[config.mk]
export PLATFORM = sky130hd
export DESIGN_NAME = qdac_core
export DESIGN_NICKNAME = d
export VERILOG_FILES = /design/src/hdl/qdac_pkg.sv /design/src/hdl/qdac_core.sv
export SDC_FILE = /design/constraint.sdc
export NUM_CORES = 1
export LEC_CHECK = 0
export BUFFER_PORTS_ARGS = -buffer_cell sky130_fd_sc_hd__buf_4
export CORE_MARGIN = 2
export CORE_UTILIZATION = 34
export CTS_CLUSTER_DIAMETER = 60
export DETAILED_ROUTE_END_ITERATION = 10
export PLACE_DENSITY_LB_ADDON = 0.15
export SLEW_MARGIN = 20
export SYNTH_ARGS = -nofsm -noshare
export SYNTH_HDL_FRONTEND = slang
export SYNTH_SLANG_ARGS = --single-unit
[constraint.sdc]
create_clock -name aclk -period 3.4 [get_ports aclk]
set_input_delay 0 -clock aclk [delete_from_list [all_inputs] [get_ports aclk]]
set_output_delay 0 -clock aclk [all_outputs]
set_load 0.02 [all_outputs]
[src/hdl/qdac_pkg.sv]
// Shared types and constants for the quad DAC register model.
package qdac_pkg;

    // Channel count and read-back frame length
    localparam int CHANNELS   = 4;
    localparam int READ_BYTES = 24;

    // Field widths
    localparam int CODE_W = 12;
    localparam int MV_W   = 13;

    // Internal reference in millivolts, full scale is 2^FS_SHIFT codes
    localparam logic [MV_W-1:0] VREF_INT_MV = 13'd2048;
    localparam int              FS_SHIFT    = 12;

    // Configuration register indexes and reset values
    localparam logic CFG_VDD_MV   = 1'b0;
    localparam logic CFG_DEV_ADDR = 1'b1;
    localparam logic [MV_W-1:0] VDD_RESET_MV  = 13'd5000;
    localparam logic [2:0]      DEV_ADDR_RESET = 3'd0;

    // One bus byte from the I2C front end
    typedef struct packed {
        logic       op;
        logic       first;
        logic       general_call;
        logic [7:0] data_byte;
    } item_t;

    // One result item
    typedef struct packed {
        logic [7:0]      read_data;
        logic            ack;
        logic [MV_W-1:0] vout_ch0;
        logic [MV_W-1:0] vout_ch1;
        logic [MV_W-1:0] vout_ch2;
        logic [MV_W-1:0] vout_ch3;
    } result_t;

    // Channel settings; {high byte, low byte} as seen on the bus
    typedef struct packed {
        logic              vref;
        logic [1:0]        pd;
        logic              gain;
        logic [CODE_W-1:0] code;
    } chan_t;

    typedef chan_t [CHANNELS-1:0] chan_arr_t;

    localparam chan_t CHAN_RESET = '{vref: 1'b1, pd: 2'd0, gain: 1'b0, code: '0};

endpackage

[src/hdl/qdac_core.sv]
// Command decoder, channel registers, EEPROM copy and read-back for the quad DAC.
module qdac_core (
    input  logic                   aclk,
    input  logic                   aresetn,
    input  logic                   step,
    input  qdac_pkg::item_t        item,
    input  logic [2:0]             dev_addr,
    output logic [7:0]             rd_byte,
    output logic                   ack,
    output qdac_pkg::chan_arr_t    inp_next
);
    import qdac_pkg::*;

    typedef enum logic [4:0] {
        KIND_NONE   = 5'b00001,
        KIND_FAST   = 5'b00010,
        KIND_SINGLE = 5'b00100,
        KIND_SEQ    = 5'b01000,
        KIND_PD     = 5'b10000
    } kind_t;

    // Command patterns
    localparam logic [7:0] FAST_MASK  = 8'hC0;
    localparam logic [7:0] FAST_VAL   = 8'h00;
    localparam logic [7:0] WR_MASK    = 8'hF8;
    localparam logic [7:0] SINGLE_VAL = 8'h58;
    localparam logic [7:0] SEQ_VAL    = 8'h50;
    localparam logic [7:0] GRP_MASK   = 8'hE0;
    localparam logic [7:0] VREF_VAL   = 8'h80;
    localparam logic [7:0] GAIN_VAL   = 8'hC0;
    localparam logic [7:0] PD_VAL     = 8'hA0;
    localparam logic [7:0] GC_RESET   = 8'h06;
    localparam logic [7:0] GC_WAKE    = 8'h09;
    localparam logic [7:0] GC_UPDATE  = 8'h08;

    localparam int PTR_W = $clog2(READ_BYTES);
    localparam logic [PTR_W-1:0] PTR_LAST = PTR_W'(READ_BYTES - 1);

    chan_arr_t        inp_reg, eep_reg, eep_next;
    kind_t            kind_reg, kind_next;
    logic [2:0]       idx_reg, idx_next;
    logic [7:0]       held_reg, held_next;
    logic [1:0]       tgt_reg, tgt_next;
    logic [PTR_W-1:0] ptr_reg, ptr_next;

    logic [7:0]       b;
    logic [PTR_W-1:0] ptr_use, rd_base, rd_rem;
    logic [1:0]       rd_ch, rd_k, fast_ch;
    logic [2:0]       rd_r;
    logic             rd_eep;
    chan_t            rd_chan;

    assign b = item.data_byte;

    // read-back byte at the current pointer
    always_comb begin
        ptr_use = item.first ? '0 : ptr_reg;
        if (ptr_use >= PTR_W'(18)) begin
            rd_ch = 2'd3;
            rd_base = PTR_W'(18);
        end else if (ptr_use >= PTR_W'(12)) begin
            rd_ch = 2'd2;
            rd_base = PTR_W'(12);
        end else if (ptr_use >= PTR_W'(6)) begin
            rd_ch = 2'd1;
            rd_base = PTR_W'(6);
        end else begin
            rd_ch = 2'd0;
            rd_base = '0;
        end
        rd_rem  = ptr_use - rd_base;
        rd_r    = rd_rem[2:0];
        rd_eep  = (rd_r >= 3'd3);
        rd_k    = rd_eep ? 2'(rd_r - 3'd3) : rd_r[1:0];
        rd_chan = rd_eep ? eep_reg[rd_ch] : inp_reg[rd_ch];
        case (rd_k)
            2'd0:    rd_byte = {2'b11, rd_ch, rd_eep, dev_addr};
            2'd1:    rd_byte = rd_chan[15:8];
            default: rd_byte = rd_chan[7:0];
        endcase
    end

    assign fast_ch = idx_reg[2:1];

    // next state for the item
    always_comb begin
        inp_next  = inp_reg;
        eep_next  = eep_reg;
        kind_next = kind_reg;
        idx_next  = idx_reg;
        held_next = held_reg;
        tgt_next  = tgt_reg;
        ptr_next  = ptr_reg;
        ack       = 1'b0;

        if (item.op) begin
            // read ends any write command
            kind_next = KIND_NONE;
            idx_next  = '0;
            if (!item.general_call) begin
                ack      = 1'b1;
                ptr_next = (ptr_use == PTR_LAST) ? '0 : ptr_use + 1'b1;
            end
        end else if (item.general_call) begin
            if (item.first) begin
                kind_next = KIND_NONE;
                idx_next  = '0;
                unique case (b)
                    GC_RESET: begin
                        inp_next = eep_reg;
                        ack      = 1'b1;
                    end
                    GC_WAKE: begin
                        for (int i = 0; i < CHANNELS; i++) inp_next[i].pd = 2'd0;
                        ack = 1'b1;
                    end
                    GC_UPDATE: ack = 1'b1;
                    default:   ack = 1'b0;
                endcase
            end
        end else if (item.first) begin
            // command byte
            kind_next = KIND_NONE;
            idx_next  = '0;
            ack       = 1'b1;
            if ((b & FAST_MASK) == FAST_VAL) begin
                held_next = b;
                tgt_next  = 2'd0;
                idx_next  = 3'd1;
                kind_next = KIND_FAST;
            end else if ((b & WR_MASK) == SINGLE_VAL || (b & WR_MASK) == SEQ_VAL) begin
                tgt_next  = b[2:1];
                idx_next  = 3'd1;
                kind_next = ((b & WR_MASK) == SINGLE_VAL) ? KIND_SINGLE : KIND_SEQ;
            end else if ((b & GRP_MASK) == VREF_VAL) begin
                for (int i = 0; i < CHANNELS; i++) inp_next[i].vref = b[3-i];
            end else if ((b & GRP_MASK) == GAIN_VAL) begin
                for (int i = 0; i < CHANNELS; i++) inp_next[i].gain = b[3-i];
            end else if ((b & GRP_MASK) == PD_VAL) begin
                held_next = b;
                idx_next  = 3'd1;
                kind_next = KIND_PD;
            end else begin
                ack = 1'b0;
            end
        end else begin
            // data byte of the active command
            ack = 1'b1;
            unique case (kind_reg)
                KIND_FAST: begin
                    if (!idx_reg[0]) begin
                        held_next = b;
                    end else begin
                        inp_next[fast_ch].code = {held_reg[3:0], b};
                        inp_next[fast_ch].pd   = held_reg[5:4];
                    end
                    idx_next = idx_reg + 1'b1;
                end
                KIND_SINGLE, KIND_SEQ: begin
                    if (idx_reg[0]) begin
                        held_next = b;
                        idx_next  = 3'd2;
                    end else begin
                        inp_next[tgt_reg] = {held_reg, b};
                        eep_next[tgt_reg] = {held_reg, b};
                        idx_next = 3'd1;
                        if (kind_reg == KIND_SINGLE || tgt_reg == 2'd3) begin
                            kind_next = KIND_NONE;
                            idx_next  = '0;
                        end else begin
                            tgt_next = tgt_reg + 1'b1;
                        end
                    end
                end
                KIND_PD: begin
                    inp_next[0].pd = held_reg[3:2];
                    inp_next[1].pd = held_reg[1:0];
                    inp_next[2].pd = b[7:6];
                    inp_next[3].pd = b[5:4];
                    kind_next = KIND_NONE;
                    idx_next  = '0;
                end
                default: ack = 1'b0;
            endcase
        end
    end

    // state registers
    always_ff @(posedge aclk) begin
        if (!aresetn) begin
            for (int i = 0; i < CHANNELS; i++) begin
                inp_reg[i] <= CHAN_RESET;
                eep_reg[i] <= CHAN_RESET;
            end
            kind_reg <= KIND_NONE;
            idx_reg  <= '0;
            held_reg <= '0;
            tgt_reg  <= '0;
            ptr_reg  <= '0;
        end else if (step) begin
            inp_reg  <= inp_next;
            eep_reg  <= eep_next;
            kind_reg <= kind_next;
            idx_reg  <= idx_next;
            held_reg <= held_next;
            tgt_reg  <= tgt_next;
            ptr_reg  <= ptr_next;
        end
    end

endmodule

# After elaboration in Yosys (flattened, before gate mapping)
# Cells that the tools add are included.
dict set report word_totals {
  n_memories 0
  ram_bits 0
  output_inout_bits 73
  regBits 151
  mem_bits_ro 0
  wordCells 245
  latch_bits 0
}
dict set report classes {
  order_cmp 9
  addsub 5
  div 0
  mux 144
  n_eq_ne 27
  n_mul 0
  reduce_logical 19
  bitwise 4
  n_shift 0
}
# operator n
set ops {}
lappend ops {{64-bit two-way mux} 5}
lappend ops {{64-bit bitwise mux} 4}
lappend ops {{16-bit demux with 2-bit select} 3}
lappend ops {{14-bit one-hot mux with 2 select lines} 3}
lappend ops {{5-bit two-way mux} 13}
lappend ops {{16-bit binary-select mux with 2-bit select} 2}
lappend ops {{16-bit two-way mux} 4}
lappend ops {{8-bit two-way mux} 8}
lappend ops {{12-bit two-way mux} 5}
lappend ops {{1-bit two-way mux} 56}
lappend ops {{14-bit two-way mux} 3}
lappend ops {{8-bit one-hot mux with 2 select lines} 2}
lappend ops {{2-bit two-way mux} 14}
lappend ops {{13-bit one-hot mux with 2 select lines} 1}
lappend ops {{2-bit one-hot mux with 3 select lines} 4}
lappend ops {{3-bit two-way mux} 7}
lappend ops {{8-bit by 4-bit equality test with 1-bit output, second input constant} 2}
lappend ops {{2-bit one-hot mux with 2 select lines} 4}
lappend ops {{5-bit by 4-bit equality test with 1-bit output, second input constant} 3}
lappend ops {{15-bit two-way mux} 1}
lappend ops {{3-bit != test, second input constant} 5}
lappend ops {{13-bit two-way mux} 1}
lappend ops {{5-bit equality test, second input constant} 2}
lappend ops {{5-bit one-hot mux with 2 select lines} 1}
lappend ops {{other kinds (40)} 55}

# Longest topological paths before layout
# Gate-level depths: netlist of run 1.
dict set report logic_depth {
  word_depth 11
  depth_mapped 17
  mapped_depth_nobuf 13
}

# Least setup slack after synthesis of run 1
# Ideal clock, no wire load.
dict set report synth_path {
  path_kind {input port to output port}
  from {input item[9] (netlist bit)}
  to {output rd_byte[1]}
  slack_ns 0.114
  arrival_ns 3.286
  path_stages 15
  n_path_buf 5
  path_cell_list {buf_2 -> buf_2 -> buf_1 -> buf_1 -> nor2_1 -> ha_1 -> o21ai_0 -> and3_1 -> nor3_1 -> ha_1 -> o21bai_2 -> o2bb2ai_1 -> clkbuf_1 -> o21ai_0 -> o32ai_1}
}
dict set report synth_between {
  elab_chain_len 10
}
# item line_no
set synth_lines {}
lappend synth_lines {{start, declared} qdac_core.sv:6} ;# input qdac_pkg::item_t item,
lappend synth_lines {{5-bit two-way mux (*)} qdac_core.sv:57} ;# ptr_use = item.first ? '0 : ptr_reg;
lappend synth_lines {{5-bit by 3-bit greater-or-equal comparator with 1-bit output} qdac_core.sv:64} ;# end else if (ptr_use >= PTR_W'(6)) begin
lappend synth_lines {{3-bit two-way mux} qdac_core.sv:64}
lappend synth_lines {{3-bit two-way mux} qdac_core.sv:61} ;# end else if (ptr_use >= PTR_W'(12)) begin
lappend synth_lines {{3-bit two-way mux} qdac_core.sv:58} ;# if (ptr_use >= PTR_W'(18)) begin
lappend synth_lines {{3-bit subtractor} qdac_core.sv:71} ;# rd_rem = ptr_use - rd_base;
lappend synth_lines {{3-bit by 2-bit greater-or-equal comparator with 1-bit output or 2-bit subtractor (tied branches)} {qdac_core.sv:73, qdac_core.sv:74}}
lappend synth_lines {{2-bit two-way mux} qdac_core.sv:74} ;# rd_k = rd_eep ? 2'(rd_r - 3'd3) : rd_r[1:0];
lappend synth_lines {{2-bit by 1-bit equality test with 1-bit output or 2-bit logical NOT (tied branches)} qdac_core.sv:76} ;# case (rd_k)
lappend synth_lines {{8-bit one-hot mux with 2 select lines (*)} qdac_core.sv:76}
lappend synth_lines {{end, declared} qdac_core.sv:8} ;# output logic [7:0] rd_byte,
# Every way passes the cells marked *; elsewhere a longest branch is shown, timed or not. The select of a mux whose other input is x is not followed.

==> results of run 1 <==
[power groups by stage]
stage | clock network [mW] | logic [mW] | registers [mW]
floorplan | 0 | 0.331 | 1.87
global placement | 0 | 0.548 | 1.89
detailed placement | 0 | 0.549 | 1.89
CTS | 2.00 | 0.561 | 1.85
global route | 2.08 | 0.608 | 1.86
finish | 1.99 | 0.573 | 1.85
[cell type report]
type,count,area (um^2),share of cell area
timing repair buffer,160,1270,0.111
clock inverter,14,175,0.0153
tap,378,473,0.0414
sequential,151,3020,0.265
clock buffer,18,439,0.0384
inverter,50,188,0.0164
multi-input combinational,938,5860,0.513
[cells by family after synthesis]
logic type                 count (synthesis)  synth area share
xor gates and xnor gates                   3           0.00357
and+or+nand+nor                          444             0.219
DFF                                      151             0.319
adders and majority gates                  8            0.0106
buffers and inverters                    160            0.0707
muxes                                     61            0.0731
AOI/OAI and AO/OA                        422             0.304
[critical path, cell delays in order, from the launching register on]
cell and delay [ns]:
dfxtp_1 0.58, or4b_1 0.49, nor3_2 0.26, a31o_1 0.50, nand2_1 0.28, o32ai_1 0.43, a21o_1 0.14, buf_4 0.13
[Yosys cell counts (all sizes together), types with 11 or more instances]
| master | count | share of area |
|---|---|---|
| dfxtp | 151 | 0.32 |
| a21o | 13 | 0.010 |
| mux2i | 41 | 0.043 |
| mux2 | 15 | 0.018 |
| clkbuf | 63 | 0.025 |
| a211oi | 11 | 0.0087 |
| nor2b | 15 | 0.0099 |
| o21ai | 79 | 0.044 |
| a21oi | 130 | 0.069 |
| nand2 | 226 | 0.090 |
| nor2 | 73 | 0.031 |
| a22o | 15 | 0.014 |
| o22ai | 22 | 0.015 |
| a222oi | 32 | 0.034 |
| nand3 | 30 | 0.016 |
| nor3 | 16 | 0.0095 |
| buf | 47 | 0.026 |
| inv | 50 | 0.020 |
| nand2b | 15 | 0.0099 |
| a22oi | 14 | 0.012 |
[placed cells by master, fill, tap and decap left out, types with 30 or more instances in the layout]
master / Yosys / routed
nand2_1: 225 / 225
dfxtp_1: 151 / 151
buf_4: 2 / 146
a21oi_1: 130 / 129
o21ai_0: 69 / 69
nor2_1: 68 / 67
inv_1: 49 / 49
mux2i_1: 41 / 40
a222oi_1: 32 / 32
nand3_1: 30 / 30
[final timing paths]
check | end | start | slack [ns] | cells after the start
worst max-delay path | inp_next[57] | kind_reg[1] | 0.14 | 7
worst min-delay path | inp_reg[12] | item[8] | 0.11 | 4
worst max register to register | inp_reg[43] | kind_reg[3] | 0.16 | 9
worst min register to register | eep_reg[35] | eep_reg[35] | 0.48 | 2
[metal layers]
layer  vias to the layer above  wire, um  global-route usage
li1                       4709         -                   -
met1                      4988     18100               0.397
met2                       575     18400               0.432
met3                        83      3870              0.0546
met4                         0      1410               0.112
met5                         -         0                   0
[per-stage QoR]
step,cell area (um^2),setup slack [ns],util,power (mW)
floorplan,9470,0.114,-,2.20
global placement,10500,0.329,0.382,2.44
detailed placement,10500,0.245,0.382,2.44
CTS,11300,0.0285,0.408,4.41
global route,11400,0.00365,0.414,4.54
finish,11400,0.140,0.414,4.42
[what timing repair did]
| item | in CTS | in global routing |
|---|---|---|
| resized for setup | 4 | 15 |
| setup buffers | 0 | 6 |
| pin swaps | 0 | 4 |
| hold endpoints to repair | 51 | 0 |
| hold buffers | 11 | 0 |
| cloned | 0 | 1 |
| setup endpoints to repair | 7 | 9 |
==> summary.md, run 1 <==
| Metric | Value |
|---|---|
| GRT Overall Usage | `0.284` |
| Syn_area_per_cell | `7.58 um^2` |
| Switching Share | `0.315` |
| Syn Nets | `between 1k and 1.5k` |
| Die area | `29200 um^2` |
| Port bufs | `89` |
| Relative slew slack | `0.401` |
| Slew Viols, Final | `0` |
| Flop pwr share | `0.419` |
| Cell Count, Final, Fillers Out | `between 1.5k and 2k` |
| Final cycle utilization of the critical path | `0.959` |
| Clock slew at reported path FFs | `approximately 0.07 ns` |
| Worst-path maximum fanout | `10` |
| DRT Pass-1 Iters | `7` |
| Cell Pwr Density | `387 nW/um^2` |
| Overflow after GRT | `0` |
| Vias in the first global route | `~9.3k` |
| Max Fclk | `just over 0.3 GHz` |
| Ports | `90` |
| Initial Util | `0.343` |
| Maximum VDD drop | `0.265 mV` |
| Max-cap violations | `0` |
| Post-synthesis cell area | `between 9000 and 10000 um^2` |
| Count of different cell masters after synthesis | `90` |
| Internal | `slightly above 3 mW` |
| Total CTS buffers | `17` |
| Post-DP HPWL | `just under 30 mm` |
| Final layout net count | `approximately 1.3k` |
| Antenna Cells | `0` |
| Post-route antenna net violation count | `0` |
| CP required | `about 3.4 ns` |
| Min cycle time layout | `3.26 ns` |
| Post-synth EDFFs | `0` |
| Cells after Synth | `roughly 1.2k` |
| RSZ-0062 raised after global routing | `false` |
| Die W | `~170 um` |
| Worst EP arrival | `between 3 and 4 ns` |
| DRC | `0` |
| Final hold vios | `0` |
| Rows | `61` |
| FFs w/ async S/R, synth | `0` |
| RePlAce Congestion | `0.960` |
| Largest net degree at the start of global routing | `between 70 and 80` |
| Clock sinks | `151` |
| Worst-Skew Late Latency | `between 0.4 and 0.5 ns` |
| Routed vias | `10.4k` |
| Synth warn | `0` |
| Fraction of layout cells with a size suffix above 1 | `0.181` |
| Synthesized flop and latch total | `~150` |
| Worst-case clock buffer depth | `2` |
| Placed insts | `approximately 1.7k` |
| Fillers | `between 2k and 3k` |
| Routed WL per cell | `approximately 24 um` |
| P&R area growth vs syn | `20.7%` |
| Crit end category | `output port` |
| Type of origin of the critical path | `flip-flop` |
| Hold Crit Class | `primary input to flip-flop` |
| H-tree levels | `4` |
| Psw | `~1.4 mW` |
| Register area share after synthesis | `0.319` |
| Clock share of power | `0.451` |
| Core Area | `27600 um^2` |
| Critical path class | `flip-flop to output port` |
| Initial antenna violation count | `0` |
| DR vias/cell | `~6.1` |
| First-pass GRT wire length | `61.5 mm` |
| Final WL | `between 40 and 50 mm` |
| Die height | `171 um` |
| Leakage | `~4.6 nW` |
| Setup TNS | `0 ns` |
| Root Driver | `clkbuf_16` |
| Final hold slack | `around 0.11 ns` |
| Max Clock Skew | `approximately 0.011 ns` |
| Final setup vio count | `0` |
| Top_reg_cell synth | `dfxtp_1` |
| Worst slew pin tran | `0.897 ns` |
| Status | `completed` |
| CTS tree | `built` |
| Initial DRC count | `around 1.4k` |
| Logic pwr share | `0.130` |
Power figures use the tool's default switching activity.
==> inputs of run 2 (changes only) <==
--- a/config.mk
+++ b/config.mk
@@ -8,6 +8,7 @@
 export BUFFER_PORTS_ARGS = -buffer_cell sky130_fd_sc_hd__buf_4
 export CORE_MARGIN = 2
 export CORE_UTILIZATION = 34
+export CTS_BUF_LIST = sky130_fd_sc_hd__clkbuf_4 sky130_fd_sc_hd__clkbuf_8
 export CTS_CLUSTER_DIAMETER = 60
 export DETAILED_ROUTE_END_ITERATION = 10
 export PLACE_DENSITY_LB_ADDON = 0.15
==> run 2 against run 1 <==
Register-to-register slack improved by 0.03 ns. Combinational power about the same. Routed wire length fell by 0.40%. Sequential share of layout area is 0.39 points higher. Clock skew up 0.0069 ns. Clock power fell by 25%. Sequential power hardly changed. Sequential cell count is the same. Clock-buffer cell count is the same. Design area fell by 1.5%. Via count decreased by 0.30%. Highest routed layer unchanged.
==> summary.md, run 2 (same netlist as run 1, synthesis figures left out) <==
| Metric | Value |
|---|---|
| Vias in the first global route | `9318 (was 9341)` |
| Multi-input gate area | `5880 um^2 (was 5860 um^2)` |
| Clock share of power | `0.381 (was 0.451)` |
| Reg2Reg Depth | `9 (unchanged)` |
| Flop pwr share | `0.472 (was 0.419)` |
| Placed insts | `1659 (unchanged)` |
| First-pass GRT wire length | `61.5 mm (about the same)` |
| Worst-case clock buffer depth | `2 (unchanged)` |
| Hold Startpoint | `item[8] (unchanged)` |
| Final instance area | `11300 um^2 (was 11400 um^2)` |
| Worst slew pin tran | `0.894 ns (was 0.897 ns)` |
| Worst-path maximum fanout | `10 (unchanged)` |
| Total CTS buffers | `17 (unchanged)` |
| Root Driver | `clkbuf_8 (was clkbuf_16)` |
| Switching Share | `0.338 (was 0.315)` |
| Min cycle time layout | `3.30 ns (was 3.26 ns)` |
| Crit end category | `output port (unchanged)` |
| Routed WL per cell | `24.3 um (was 24.4 um)` |
| Rows | `61 (unchanged)` |
| Commonest non-fill, non-tap cell in the layout | `nand2_1 (unchanged)` |
| Worst stage delay on the critical path | `0.59 ns (was 0.58 ns)` |
| Psw | `1.33 mW (was 1.39 mW)` |
| Die area | `29200 um^2 (unchanged)` |
| Initial Util | `0.343 (unchanged)` |
| Max-cap violations | `0 (unchanged)` |
| Critical path class | `flip-flop to output port (unchanged)` |
| CP Buf/Inv Count | `1 (unchanged)` |
| Worst-path cell chain | `or4b_1 -> nor3_2 -> a31o_1 -> nand2_1 -> o32ai_1 -> a21o_1 -> buf_4 (unchanged)` |
| Register Area | `3020 um^2 (unchanged)` |
| Clock sinks | `151 (unchanged)` |
| Type of origin of the critical path | `flip-flop (unchanged)` |
| Core Area | `27600 um^2 (unchanged)` |
| Status | `completed (unchanged)` |
| R2R Setup Slk | `0.19 ns (was 0.16 ns)` |
| Final hold vios | `0 (unchanged)` |
| Antenna Cells | `0 (unchanged)` |
| GRT Overall Usage | `0.284 (about the same)` |
| Critical-path top delay cell | `dfxtp_1 (unchanged)` |
| Internal | `2.60 mW (was 3.03 mW)` |
| Hold Crit Class | `primary input to flip-flop (unchanged)` |
| Port bufs | `89 (unchanged)` |
| Max Clock Skew | `0.0179 ns (was 0.0110 ns)` |
| Max Fclk | `0.303 GHz (was 0.307 GHz)` |
| Overflow after GRT | `0 (unchanged)` |
| H-tree levels | `4 (unchanged)` |
| Worst Hold Depth | `4 (unchanged)` |
| Initial antenna violation count | `0 (unchanged)` |
| Clock slew at reported path FFs | `0.10 ns (was 0.07 ns)` |
| R2R Path End | `inp_reg[43] (unchanged)` |
| Reg2reg start | `kind_reg[3] (unchanged)` |
| Slew Viols, Final | `0 (unchanged)` |
| Leakage | `4.49 nW (was 4.57 nW)` |
| Setup TNS | `0 ns (unchanged)` |
| RePlAce Congestion | `0.960 (unchanged)` |
| P&R area growth vs syn | `18.9% (was 20.7%)` |
| Fillers | `2921 (was 2905)` |
| Cell Count, Final, Fillers Out | `1709 (unchanged)` |
| Cell Pwr Density | `348 nW/um^2 (was 387 nW/um^2)` |
| Final setup vio count | `0 (unchanged)` |
| CP required | `3.40 ns (about the same)` |
| Placed cell area | `10500 um^2 (unchanged)` |
| Largest net degree at the start of global routing | `71 (unchanged)` |
| Worst-Skew Late Latency | `0.48 ns (was 0.44 ns)` |
| Post-route antenna net violation count | `0 (unchanged)` |
| Final WL | `41.6 mm (was 41.7 mm)` |
| Ports | `90 (unchanged)` |
| Logic pwr share | `0.147 (was 0.130)` |
| Initial DRC count | `1242 (was 1365)` |
| Post-DP HPWL | `29.2 mm (unchanged)` |
| Final layout net count | `1343 (unchanged)` |
| Final cycle utilization of the critical path | `0.970 (was 0.959)` |
| RSZ-0062 raised after global routing | `true (was false)` |
| Relative slew slack | `0.403 (was 0.401)` |
| Fraction of layout cells with a size suffix above 1 | `0.183 (was 0.181)` |
| DRT Pass-1 Iters | `7 (unchanged)` |
| Family with the most delay on the worst path | `compound AO/OA/AOI/OAI gates (unchanged)` |
| DR vias/cell | `6.04 (was 6.06)` |
| Worst Hold End | `inp_reg[12] (unchanged)` |
| CTS tree | `built (unchanged)` |
| Die height | `171 um (unchanged)` |
| DRC | `0 (unchanged)` |
| Die W | `171 um (unchanged)` |
| Worst EP arrival | `3.30 ns (was 3.26 ns)` |
| Routed vias | `10.3k (was 10.4k)` |
| Maximum VDD drop | `0.186 mV (was 0.265 mV)` |
| Most frequent cells in the layout | `nand2_1 (225), dfxtp_1 (151), buf_4 (146) (unchanged)` |
run 2: cell counts in the layout (fill, tap and decap cells not counted):
No cell type changed its count.
run 2: tightest hold or removal path, delay by kind of cell:
kind | cells | cell delay, ns
AO/OA/AOI/OAI | 2 | 0.17
buffers and inverters | 1 | 0.21
AND/OR/NAND/NOR | 1 | 0.11
run 2: power by group through the flow:
stage | clock, mW | combinational (mW) | sequential [mW]
floorplan | 0 | 0.331 | 1.87
global placement | 0 | 0.548 | 1.89
detailed placement | 0 | 0.549 | 1.89
CTS | 1.51 | 0.561 | 1.85
global route | 1.58 | 0.611 | 1.86
finish | 1.49 | 0.576 | 1.85
run 2: timing repair:
item	in CTS	in global routing
hold buffers	11	0
cloned	0	1
buffers inserted	0	6
gates resized for setup	7	16
endpoints found under the hold margin	55	0
endpoints found under the setup margin	7	9
pin swaps	0	5
run 2: worst max path at each step:
stage	from	end	slack (ns)	cells past startpoint
2_1_floorplan	item[9]	rd_byte[1]	0.11	15
3_3_place_gp	ptr_reg[1]	rd_byte[2]	0.33	12
3_5_place_dp	ptr_reg[1]	rd_byte[1]	0.25	12
4_1_cts	ptr_reg[1]	rd_byte[5]	0.004	14
5_1_grt	ptr_reg[1]	rd_byte[2]	-0.04	12
6_report	kind_reg[1]	inp_next[57]	0.10	7
run 2: area by class of cell:
cell class / instances / share of cell area
clock inverter: 14 / 0.0156
multi-input combinational: 938 / 0.522
sequential: 151 / 0.268
clock buffer: 18 / 0.0220
inverter: 50 / 0.0167
timing repair buffer: 160 / 0.113
tap: 378 / 0.0420
run 2: layer usage:
metal	wire length (um)	track usage	vias to the layer above
met5	0	0	-
met4	1300	0.102	0
met3	3950	0.0516	82
met2	18400	0.435	587
met1	17900	0.399	4954
li1	-	-	4701
run 2: stage by stage:
stage	hold slack (ns)	utilization	power (mW)	setup slack (ns)
floorplan	0.204	-	2.20	0.114
global placement	0.351	0.382	2.44	0.329
detailed placement	0.361	0.382	2.44	0.245
CTS	0.0363	0.402	3.92	0.00364
global route	0.0862	0.408	4.05	-0.0365
finish	0.0555	0.408	3.92	0.103
